<file path="config.mk">
export PLATFORM = sky130hd
export DESIGN_NAME = smbus_read_word_pec_master
export DESIGN_NICKNAME = d
export VERILOG_FILES = /design/src/rtl/smbus_rw_pkg.sv /design/src/rtl/smbus_read_word_pec_master.sv
export SDC_FILE = /design/constraint.sdc
export NUM_CORES = 1
export LEC_CHECK = 0
export BUFFER_PORTS_ARGS = -buffer_cell sky130_fd_sc_hd__buf_4
export CORE_UTILIZATION = 63
export CTS_BUF_LIST = sky130_fd_sc_hd__clkbuf_4 sky130_fd_sc_hd__clkbuf_8
export CTS_CLUSTER_SIZE = 20
export DETAILED_ROUTE_END_ITERATION = 10
export PLACE_DENSITY_LB_ADDON = 0.1
export SLEW_MARGIN = 20
export SYNTH_ARGS = -nofsm -noshare
export SYNTH_HDL_FRONTEND = slang
export SYNTH_SLANG_ARGS = --single-unit
export TNS_END_PERCENT = 50
</file>
<file path="constraint.sdc">
create_clock -name i_clk -period 10.56 [get_ports i_clk]
set_input_delay 1.056 -clock i_clk [delete_from_list [all_inputs] [get_ports i_clk]]
set_output_delay 1.056 -clock i_clk [all_outputs]
set_load 0.03 [all_outputs]
</file>
<file path="src/rtl/smbus_rw_pkg.sv">
package smbus_rw_pkg;

    localparam int unsigned QBT_W   = 16;
    localparam int unsigned ATT_W   = 8;
    localparam int unsigned ADDR_W  = 7;
    localparam int unsigned BYTE_W  = 8;
    localparam int unsigned WORD_W  = 16;
    localparam int unsigned BCNT_W  = 4;
    localparam int unsigned QIDX_W  = 2;
    localparam int unsigned APB_AW  = 3;
    localparam int unsigned APB_DW  = 32;

    localparam logic [QBT_W-1:0]  QBT_RESET      = 16'd5;
    localparam logic [ATT_W-1:0]  ATTEMPTS_RESET = 8'd255;
    localparam logic [BYTE_W-1:0] CRC_POLY       = 8'h07;

    // Register indexes; the byte address is four times the index.
    localparam logic REG_QUARTER_BIT_TICKS = 1'b0;
    localparam logic REG_MAX_ATTEMPTS      = 1'b1;

    typedef enum logic [4:0] {
        PH_IDLE       = 5'd0,
        PH_START      = 5'd1,
        PH_ADDR_W     = 5'd2,
        PH_ACK_ADDR_W = 5'd3,
        PH_CMD        = 5'd4,
        PH_ACK_CMD    = 5'd5,
        PH_RSTART     = 5'd6,
        PH_ADDR_R     = 5'd7,
        PH_ACK_ADDR_R = 5'd8,
        PH_RX_LOW     = 5'd9,
        PH_MACK_LOW   = 5'd10,
        PH_RX_HIGH    = 5'd11,
        PH_MACK_HIGH  = 5'd12,
        PH_RX_PEC     = 5'd13,
        PH_MNACK_PEC  = 5'd14,
        PH_STOP_END   = 5'd15,
        PH_STOP_NACK  = 5'd16
    } t_phase;

    // One byte into the SMBus PEC (CRC-8, x^8+x^2+x+1), MSB first.
    function automatic logic [BYTE_W-1:0] crc8_feed(input logic [BYTE_W-1:0] crc,
                                                    input logic [BYTE_W-1:0] data);
        logic [BYTE_W-1:0] c;
        c = crc ^ data;
        for (int k = 0; k < BYTE_W; k++) begin
            if (c[BYTE_W-1]) begin
                c = {c[BYTE_W-2:0], 1'b0} ^ CRC_POLY;
            end else begin
                c = {c[BYTE_W-2:0], 1'b0};
            end
        end
        return c;
    endfunction

endpackage

</file>
<file path="src/rtl/smbus_read_word_pec_master.sv">
// SMBus master for one Read Word with PEC, driving open-drain SCL and SDA.
// Input channel (i_valid / o_stall): every transfer is one time tick. With
// i_action high while idle it starts a transaction and latches the slave
// address and command; otherwise it just advances the bus sequencer, and
// i_sda_sample gives the SDA level seen during that tick.
// Output channel (o_valid / i_stall): exactly one result per input transfer,
// carrying the line levels for that tick, busy, and on the finishing tick
// done with either the read word or the failed flag.
// The result of an accepted tick is registered and shows in the cycle after
// the tick is taken. One tick is accepted every cycle as long as the result
// register is empty or being drained in the same cycle; the sequencer makes
// one small step per tick, so that single register stage sets the rate.
// When the receiver stalls, the result register holds and o_stall rises,
// so no tick is taken until the waiting result leaves.
// The APB port sets quarter_bit_ticks (address 0) and max_attempts
// (address 4); write them only while the block is idle.
// Reset (synchronous, active low) returns the sequencer to idle, empties
// the result register and loads the register defaults (5 and 255).
module smbus_read_word_pec_master
    import smbus_rw_pkg::*;
(
    input  logic                i_clk,
    input  logic                i_rst_n,

    input  logic                i_valid,
    output logic                o_stall,
    input  logic                i_action,
    input  logic [ADDR_W-1:0]   i_slave_address,
    input  logic [BYTE_W-1:0]   i_command,
    input  logic                i_sda_sample,

    output logic                o_valid,
    input  logic                i_stall,
    output logic                o_scl_release,
    output logic                o_sda_release,
    output logic                o_busy_res,
    output logic                o_done_res,
    output logic [WORD_W-1:0]   o_read_word,
    output logic                o_failed,

    input  logic                psel,
    input  logic                penable,
    input  logic                pwrite,
    input  logic [APB_AW-1:0]   paddr,
    input  logic [APB_DW-1:0]   pwdata,
    output logic [APB_DW-1:0]   prdata,
    output logic                pready
);

    // Configuration registers.
    logic [QBT_W-1:0]  r_qbt;
    logic [ATT_W-1:0]  r_max_att;

    // Sequencer state.
    t_phase            r_phase,    n_phase;
    logic [BCNT_W-1:0] r_bit_cnt,  n_bit_cnt;
    logic [QIDX_W-1:0] r_qidx,     n_qidx;
    logic [QBT_W-1:0]  r_tick,     n_tick;
    logic [BYTE_W-1:0] r_shift,    n_shift;
    logic [BYTE_W-1:0] r_crc,      n_crc;
    logic [ATT_W-1:0]  r_att,      n_att;
    logic [ADDR_W-1:0] r_addr,     n_addr;
    logic [BYTE_W-1:0] r_cmd,      n_cmd;
    logic [BYTE_W-1:0] r_low,      n_low;
    logic [BYTE_W-1:0] r_high,     n_high;

    // Result register.
    logic              r_out_valid;
    logic              r_scl, r_sda, r_busy, r_done, r_fail;
    logic [WORD_W-1:0] r_word;

    logic              res_scl, res_sda, res_busy, res_done, res_fail;
    logic [WORD_W-1:0] res_word;

    logic              in_accept;
    logic              cfg_write;
    logic [QBT_W-1:0]  quarter_len;
    logic [ATT_W-1:0]  att_limit;
    logic              last_tick;
    logic [BCNT_W-1:0] bit_cnt_inc;
    logic [BYTE_W-1:0] send_val;
    logic [BYTE_W-1:0] byte_val;
    logic              is_send, is_rx_byte, is_rx_slot;
    logic              retry_exhausted;

    assign o_stall   = r_out_valid & i_stall;
    assign in_accept = i_valid & ~o_stall;

    assign pready    = 1'b1;
    assign cfg_write = psel & penable & pwrite;
    assign prdata    = (paddr[2] == REG_MAX_ATTEMPTS) ?
                       {{(APB_DW-ATT_W){1'b0}}, r_max_att} :
                       {{(APB_DW-QBT_W){1'b0}}, r_qbt};

    always_ff @(posedge i_clk) begin
        if (!i_rst_n) begin
            r_qbt     <= QBT_RESET;
            r_max_att <= ATTEMPTS_RESET;
        end else if (cfg_write) begin
            if (paddr[2] == REG_MAX_ATTEMPTS) begin
                r_max_att <= pwdata[ATT_W-1:0];
            end else begin
                r_qbt <= pwdata[QBT_W-1:0];
            end
        end
    end

    // A zero setting behaves like one.
    assign quarter_len = (r_qbt == '0) ? QBT_W'(1) : r_qbt;
    assign att_limit   = (r_max_att == '0) ? ATT_W'(1) : r_max_att;

    assign last_tick       = ({1'b0, r_tick} + (QBT_W+1)'(1)) >= {1'b0, quarter_len};
    assign bit_cnt_inc     = r_bit_cnt + BCNT_W'(1);
    assign retry_exhausted = r_att >= att_limit;

    assign is_send    = (r_phase == PH_ADDR_W) || (r_phase == PH_CMD) ||
                        (r_phase == PH_ADDR_R);
    assign is_rx_byte = (r_phase == PH_RX_LOW) || (r_phase == PH_RX_HIGH) ||
                        (r_phase == PH_RX_PEC);
    assign is_rx_slot = is_rx_byte || (r_phase == PH_ACK_ADDR_W) ||
                        (r_phase == PH_ACK_CMD) || (r_phase == PH_ACK_ADDR_R);

    always_comb begin
        unique case (r_phase)
            PH_ADDR_W: send_val = {r_addr, 1'b0};
            PH_CMD:    send_val = r_cmd;
            default:   send_val = {r_addr, 1'b1};
        endcase
    end

    assign byte_val = is_send ? send_val : r_shift;

    always_comb begin
        n_phase   = r_phase;
        n_bit_cnt = r_bit_cnt;
        n_qidx    = r_qidx;
        n_tick    = r_tick;
        n_shift   = r_shift;
        n_crc     = r_crc;
        n_att     = r_att;
        n_addr    = r_addr;
        n_cmd     = r_cmd;
        n_low     = r_low;
        n_high    = r_high;
        res_scl   = 1'b1;
        res_sda   = 1'b1;
        res_busy  = 1'b0;
        res_done  = 1'b0;
        res_word  = '0;
        res_fail  = 1'b0;

        if (r_phase == PH_IDLE) begin
            if (i_action) begin
                n_addr    = i_slave_address;
                n_cmd     = i_command;
                n_att     = ATT_W'(1);
                n_phase   = PH_START;
                n_bit_cnt = '0;
                n_qidx    = '0;
                n_tick    = '0;
                n_crc     = '0;
                n_shift   = '0;
                res_busy  = 1'b1;
            end
        end else begin
            res_busy = 1'b1;
            res_scl  = (r_qidx == 2'd1) || (r_qidx == 2'd2);
            if ((r_phase == PH_START) || (r_phase == PH_RSTART)) begin
                res_sda = (r_qidx < 2'd2);
            end else if ((r_phase == PH_STOP_END) || (r_phase == PH_STOP_NACK)) begin
                res_sda = (r_qidx >= 2'd2);
                res_scl = (r_qidx != 2'd0);
            end else if (is_send) begin
                res_sda = send_val[~r_bit_cnt[2:0]];
            end else if ((r_phase == PH_MACK_LOW) || (r_phase == PH_MACK_HIGH)) begin
                res_sda = 1'b0;
            end

            if (is_rx_slot && (r_qidx == 2'd2) && last_tick) begin
                n_shift = {r_shift[BYTE_W-2:0], i_sda_sample};
            end

            if (!last_tick) begin
                n_tick = r_tick + QBT_W'(1);
            end else begin
                n_tick = '0;
                if (r_qidx != 2'd3) begin
                    n_qidx = r_qidx + QIDX_W'(1);
                end else begin
                    // End of a bit slot: the sequencer moves on.
                    n_qidx = '0;
                    unique case (r_phase)
                        PH_START: begin
                            n_crc     = '0;
                            n_bit_cnt = '0;
                            n_phase   = PH_ADDR_W;
                        end
                        PH_RSTART: begin
                            n_bit_cnt = '0;
                            n_phase   = PH_ADDR_R;
                        end
                        PH_ADDR_W, PH_CMD, PH_ADDR_R,
                        PH_RX_LOW, PH_RX_HIGH, PH_RX_PEC: begin
                            n_bit_cnt = bit_cnt_inc;
                            if (bit_cnt_inc >= BCNT_W'(8)) begin
                                n_bit_cnt = '0;
                                if (r_phase == PH_RX_LOW) begin
                                    n_low = byte_val;
                                end
                                if (r_phase == PH_RX_HIGH) begin
                                    n_high = byte_val;
                                end
                                if (r_phase != PH_RX_PEC) begin
                                    n_crc = crc8_feed(r_crc, byte_val);
                                end
                                unique case (r_phase)
                                    PH_ADDR_W:  n_phase = PH_ACK_ADDR_W;
                                    PH_CMD:     n_phase = PH_ACK_CMD;
                                    PH_ADDR_R:  n_phase = PH_ACK_ADDR_R;
                                    PH_RX_LOW:  n_phase = PH_MACK_LOW;
                                    PH_RX_HIGH: n_phase = PH_MACK_HIGH;
                                    default:    n_phase = PH_MNACK_PEC;
                                endcase
                            end
                        end
                        PH_ACK_ADDR_W, PH_ACK_CMD, PH_ACK_ADDR_R: begin
                            if (r_shift[0]) begin
                                n_phase = PH_STOP_NACK;
                            end else begin
                                unique case (r_phase)
                                    PH_ACK_ADDR_W: n_phase = PH_CMD;
                                    PH_ACK_CMD:    n_phase = PH_RSTART;
                                    default:       n_phase = PH_RX_LOW;
                                endcase
                            end
                            n_shift   = '0;
                            n_bit_cnt = '0;
                        end
                        PH_MACK_LOW: begin
                            n_phase   = PH_RX_HIGH;
                            n_bit_cnt = '0;
                        end
                        PH_MACK_HIGH: begin
                            n_phase   = PH_RX_PEC;
                            n_bit_cnt = '0;
                        end
                        PH_MNACK_PEC: begin
                            n_phase = PH_STOP_END;
                        end
                        default: begin
                            // A PEC match at end stop passes, else retry or fail.
                            if ((r_phase == PH_STOP_END) && (r_crc == r_shift)) begin
                                n_phase  = PH_IDLE;
                                res_done = 1'b1;
                                res_word = {r_high, r_low};
                            end else if (retry_exhausted) begin
                                n_phase  = PH_IDLE;
                                res_done = 1'b1;
                                res_fail = 1'b1;
                            end else begin
                                n_att     = r_att + ATT_W'(1);
                                n_phase   = PH_START;
                                n_bit_cnt = '0;
                                n_qidx    = '0;
                                n_tick    = '0;
                                n_crc     = '0;
                                n_shift   = '0;
                            end
                            if (res_done) begin
                                res_scl  = 1'b1;
                                res_sda  = 1'b1;
                                res_busy = 1'b0;
                            end
                        end
                    endcase
                end
            end
        end
    end

    always_ff @(posedge i_clk) begin
        if (!i_rst_n) begin
            r_phase   <= PH_IDLE;
            r_bit_cnt <= '0;
            r_qidx    <= '0;
            r_tick    <= '0;
            r_shift   <= '0;
            r_crc     <= '0;
            r_att     <= '0;
            r_addr    <= '0;
            r_cmd     <= '0;
            r_low     <= '0;
            r_high    <= '0;
        end else if (in_accept) begin
            r_phase   <= n_phase;
            r_bit_cnt <= n_bit_cnt;
            r_qidx    <= n_qidx;
            r_tick    <= n_tick;
            r_shift   <= n_shift;
            r_crc     <= n_crc;
            r_att     <= n_att;
            r_addr    <= n_addr;
            r_cmd     <= n_cmd;
            r_low     <= n_low;
            r_high    <= n_high;
        end
    end

    always_ff @(posedge i_clk) begin
        if (!i_rst_n) begin
            r_out_valid <= 1'b0;
        end else if (in_accept) begin
            r_out_valid <= 1'b1;
        end else if (!i_stall) begin
            r_out_valid <= 1'b0;
        end
    end

    always_ff @(posedge i_clk) begin
        if (in_accept) begin
            r_scl  <= res_scl;
            r_sda  <= res_sda;
            r_busy <= res_busy;
            r_done <= res_done;
            r_word <= res_word;
            r_fail <= res_fail;
        end
    end

    assign o_valid       = r_out_valid;
    assign o_scl_release = r_scl;
    assign o_sda_release = r_sda;
    assign o_busy_res    = r_busy;
    assign o_done_res    = r_done;
    assign o_read_word   = r_word;
    assign o_failed      = r_fail;

endmodule

</file>
==> results.cfg <==
[outcome]
outcome = finished, final reports clean

[synth]
synthFlopType = dfxtp_1
synth_seq_cells = 128
syn-cell-area_mm2 = 0.00711
async_flop_share = 0
ys_types = 71
syn_avg_cell_area_um2 = 8.61
ys_warn_count = 0
yosysSeqAreaShare = 0.390
synth_edf_count = 21
synthCells = 825

[worst_hold_path]
hold_path_depth = 2
hold_class = reg -> reg
min_to = r_qbt[10]
hp-start = r_qbt[10]

[setup_path]
crit_top_cell = nand3_1
end_kind = flip-flop
slowest_delay_ps = 880
critical_path_arrival_ps = 5190
criticalPathCategory = reg -> reg
rrSetupSlack_ps = 5770
start_kind = flip-flop
critPathBufInv = 0
critPathSlowestCell = a31oi_1
crit_required_ps = 10960
rr_worst_depth = 14
cp_cell_sequence = ha_1 > nand3_1 > or3_4 > nand2b_1 > xnor2_1 > ha_1 > nand3_1 > nor3_1 > and3_1 > a32oi_1 > a31oi_1 > nand3_1 > or3_1 > nand3_1
r2r_end = r_crc[1]
path_delay_family = simple AND/OR/NAND/NOR gates
path_max_fanout = 11
reg2reg_from = r_tick[0]

[routing]
ant_nets = 0
post_drt_wl_per_cell_um = 16.2
drc = 0
drtIter0Drc = 579
wl_mm = 16.8
first_pass_iters = 6
avgViaCountPerCell = 6.00
dr_total_vias = 6214

[sta]
setup_slack_ps = 5770
rsz0062_at_grt = false
setup_viol = 0
fin_tns_setup_ps = 0
fin_hold_ws_ps = 471
slew_headroom = 0.284
slew_violations = 0
layout_min_cycle_time_ps = 4790
tightest_slew_ps = 1070
skew_ps = 8.86
hold_viol = 0
clock.fmax_ghz = 0.209
min_period_over_period = 0.454

[floorplanning]
core_area_mm2 = 0.0109
io_pins = 115
die_area_mm2 = 0.0117
placementRows = 38
start_util = 0.650
die_y_um = 108
die_width_um = 108

[power_and_ir_drop]
irDropWorstVdd_mv = 0.132
finalPower_mw = 1.14
p_leak_nw = 3.37
power.density_mw_per_mm2 = 140

[cts]
cts_root_buffer = clkbuf_8
ctsHtreeMaxLevel = 4
numClockSinks = 128
clk_latency_ps = 460
cts-buffers-inserted = 17
max-clock-path-buffers = 2
cts_tree = built
postCtsSetupBuffers = 0
clk_pin_slew_worst_paths_ps = 80
cts_resized = 0
ctsHoldBuffers = 0

[global_route]
grt_pass1_wl_mm = 28.0
grt_overflow = 0
grt_antenna_before_repair = 0
grt_usage = 0.310
grt_pass1_vias = 5780
grt_start_max_net_pins = 54

[placed_design]
io_buffers = 79
hpwl_mm = 12.3
gp_congestion = 0.930
pre_cts_slack_ps = 5910

[cells_and_area]
nNetsFinal = 972
final_cell_mix = dfxtp_1 (107), nand2_1 (89), nor2_1 (86)
final_common_cell = dfxtp_1
drive_gt1_frac = 0.154
area_growth_pct = 14.2
antenna_cells = 0

[run]
maxCapViolCount = 0
how the worst max path moves through the flow:
stage / end / depth (start not counted) / slack (ps) / start
global placement: r_crc[5] / 14 / 6090 / r_tick[0]
detailed placement: r_crc[1] / 14 / 5910 / r_tick[0]
finish: r_crc[1] / 14 / 5770 / r_tick[0]
global route: r_crc[1] / 14 / 5470 / r_tick[0]
floorplan: r_att[7] / 14 / 6980 / r_tick[0]
CTS: r_crc[1] / 14 / 5870 / r_tick[0]
flip-flops by register name, indices dropped and copies added, names as in the netlist, 5 cells and up:
| register | cells |
|---|---|
| r_shift | 8 |
| r_cmd | 8 |
| r_phase | 5 |
| r_tick | 16 |
| r_qbt | 16 |
| o_read_word | 16 |
| r_addr | 7 |
| r_max_att | 8 |
| r_crc | 8 |
| r_low | 8 |
| r_high | 8 |
| r_att | 8 |
power by group:
group	leakage, nW	switching (mW)	total, mW	internal, mW
Combinational	2.07	0.0973	0.150	0.0528
Clock	0.226	0.191	0.471	0.280
Sequential	1.07	0.0106	0.518	0.508
Total	3.37	0.298	1.14	0.841
cell usage after synthesis (8+ instances only):
master	count	area, um^2
o211ai_1	13	97.6
clkbuf_1	30	113
a31oi_1	14	87.6
buf_4	18	135
ha_1	30	375
edfxtp_1	21	631
mux2i_1	32	320
nand3_1	34	170
dfxtp_1	107	2140
nor3_1	8	40.0
inv_1	39	146
and2_1	22	138
nor4_1	9	56.3
xnor2_1	22	193
nor2_1	86	323
nand2_1	89	334
a21oi_1	40	200
and3_1	9	56.3
a32o_1	8	80.1
a22oi_1	17	128
xor2_1	22	193
o21ai_0	38	190
or3_1	8	50.1
stage by stage:
step	utilization	instance area (um^2)	std cells
finish	0.742	8120	1036
floorplan	-	7160	840
global placement	0.700	7660	1004
CTS	0.742	8110	1036
detailed placement	0.700	7660	1004
global route	0.742	8120	1036
layer usage:
| layer | vias up | part of all wire | global-route usage |
|---|---|---|---|
| met2 | 262 | 0.46 | 0.484 |
| met3 | 42 | 0.075 | 0.0663 |
| li1 | 3017 | - | - |
| met4 | 0 | 0.025 | 0.143 |
| met5 | - | 0 | 0 |
| met1 | 2893 | 0.44 | 0.409 |
worst register-to-register path, cell delays in order, from the launching register on:
cell      delay (ps)
dfxtp_1          420
ha_1             210
nand3_1          170
or3_4            470
nand2b_1         190
xnor2_1          170
ha_1             330
nand3_1          110
nor3_1           470
and3_1           230
a32oi_1           60
a31oi_1          880
nand3_1          460
or3_1            490
nand3_1           90
cells by family after synthesis:
family	Yosys count	synth area share
adders and majority gates	30	0.0528
xor gates and xnor gates	47	0.0611
buffers and inverters	100	0.0667
and+or+nand+nor	299	0.202
other	2	0.00106
DFF	128	0.390
muxes	34	0.0498
AOI/OAI and AO/OA	185	0.176
layout make-up:
class                   count  area [um^2]
inverters                  40          150
multi-input cells         612         3940
flip-flops and latches    128         2770
clock buffers              22          290
clock inverters            10          159
repair buffers             84          631
fillers                   811         2820
well taps                 140          175
Note: power is estimated with default switching activity, not from simulation.
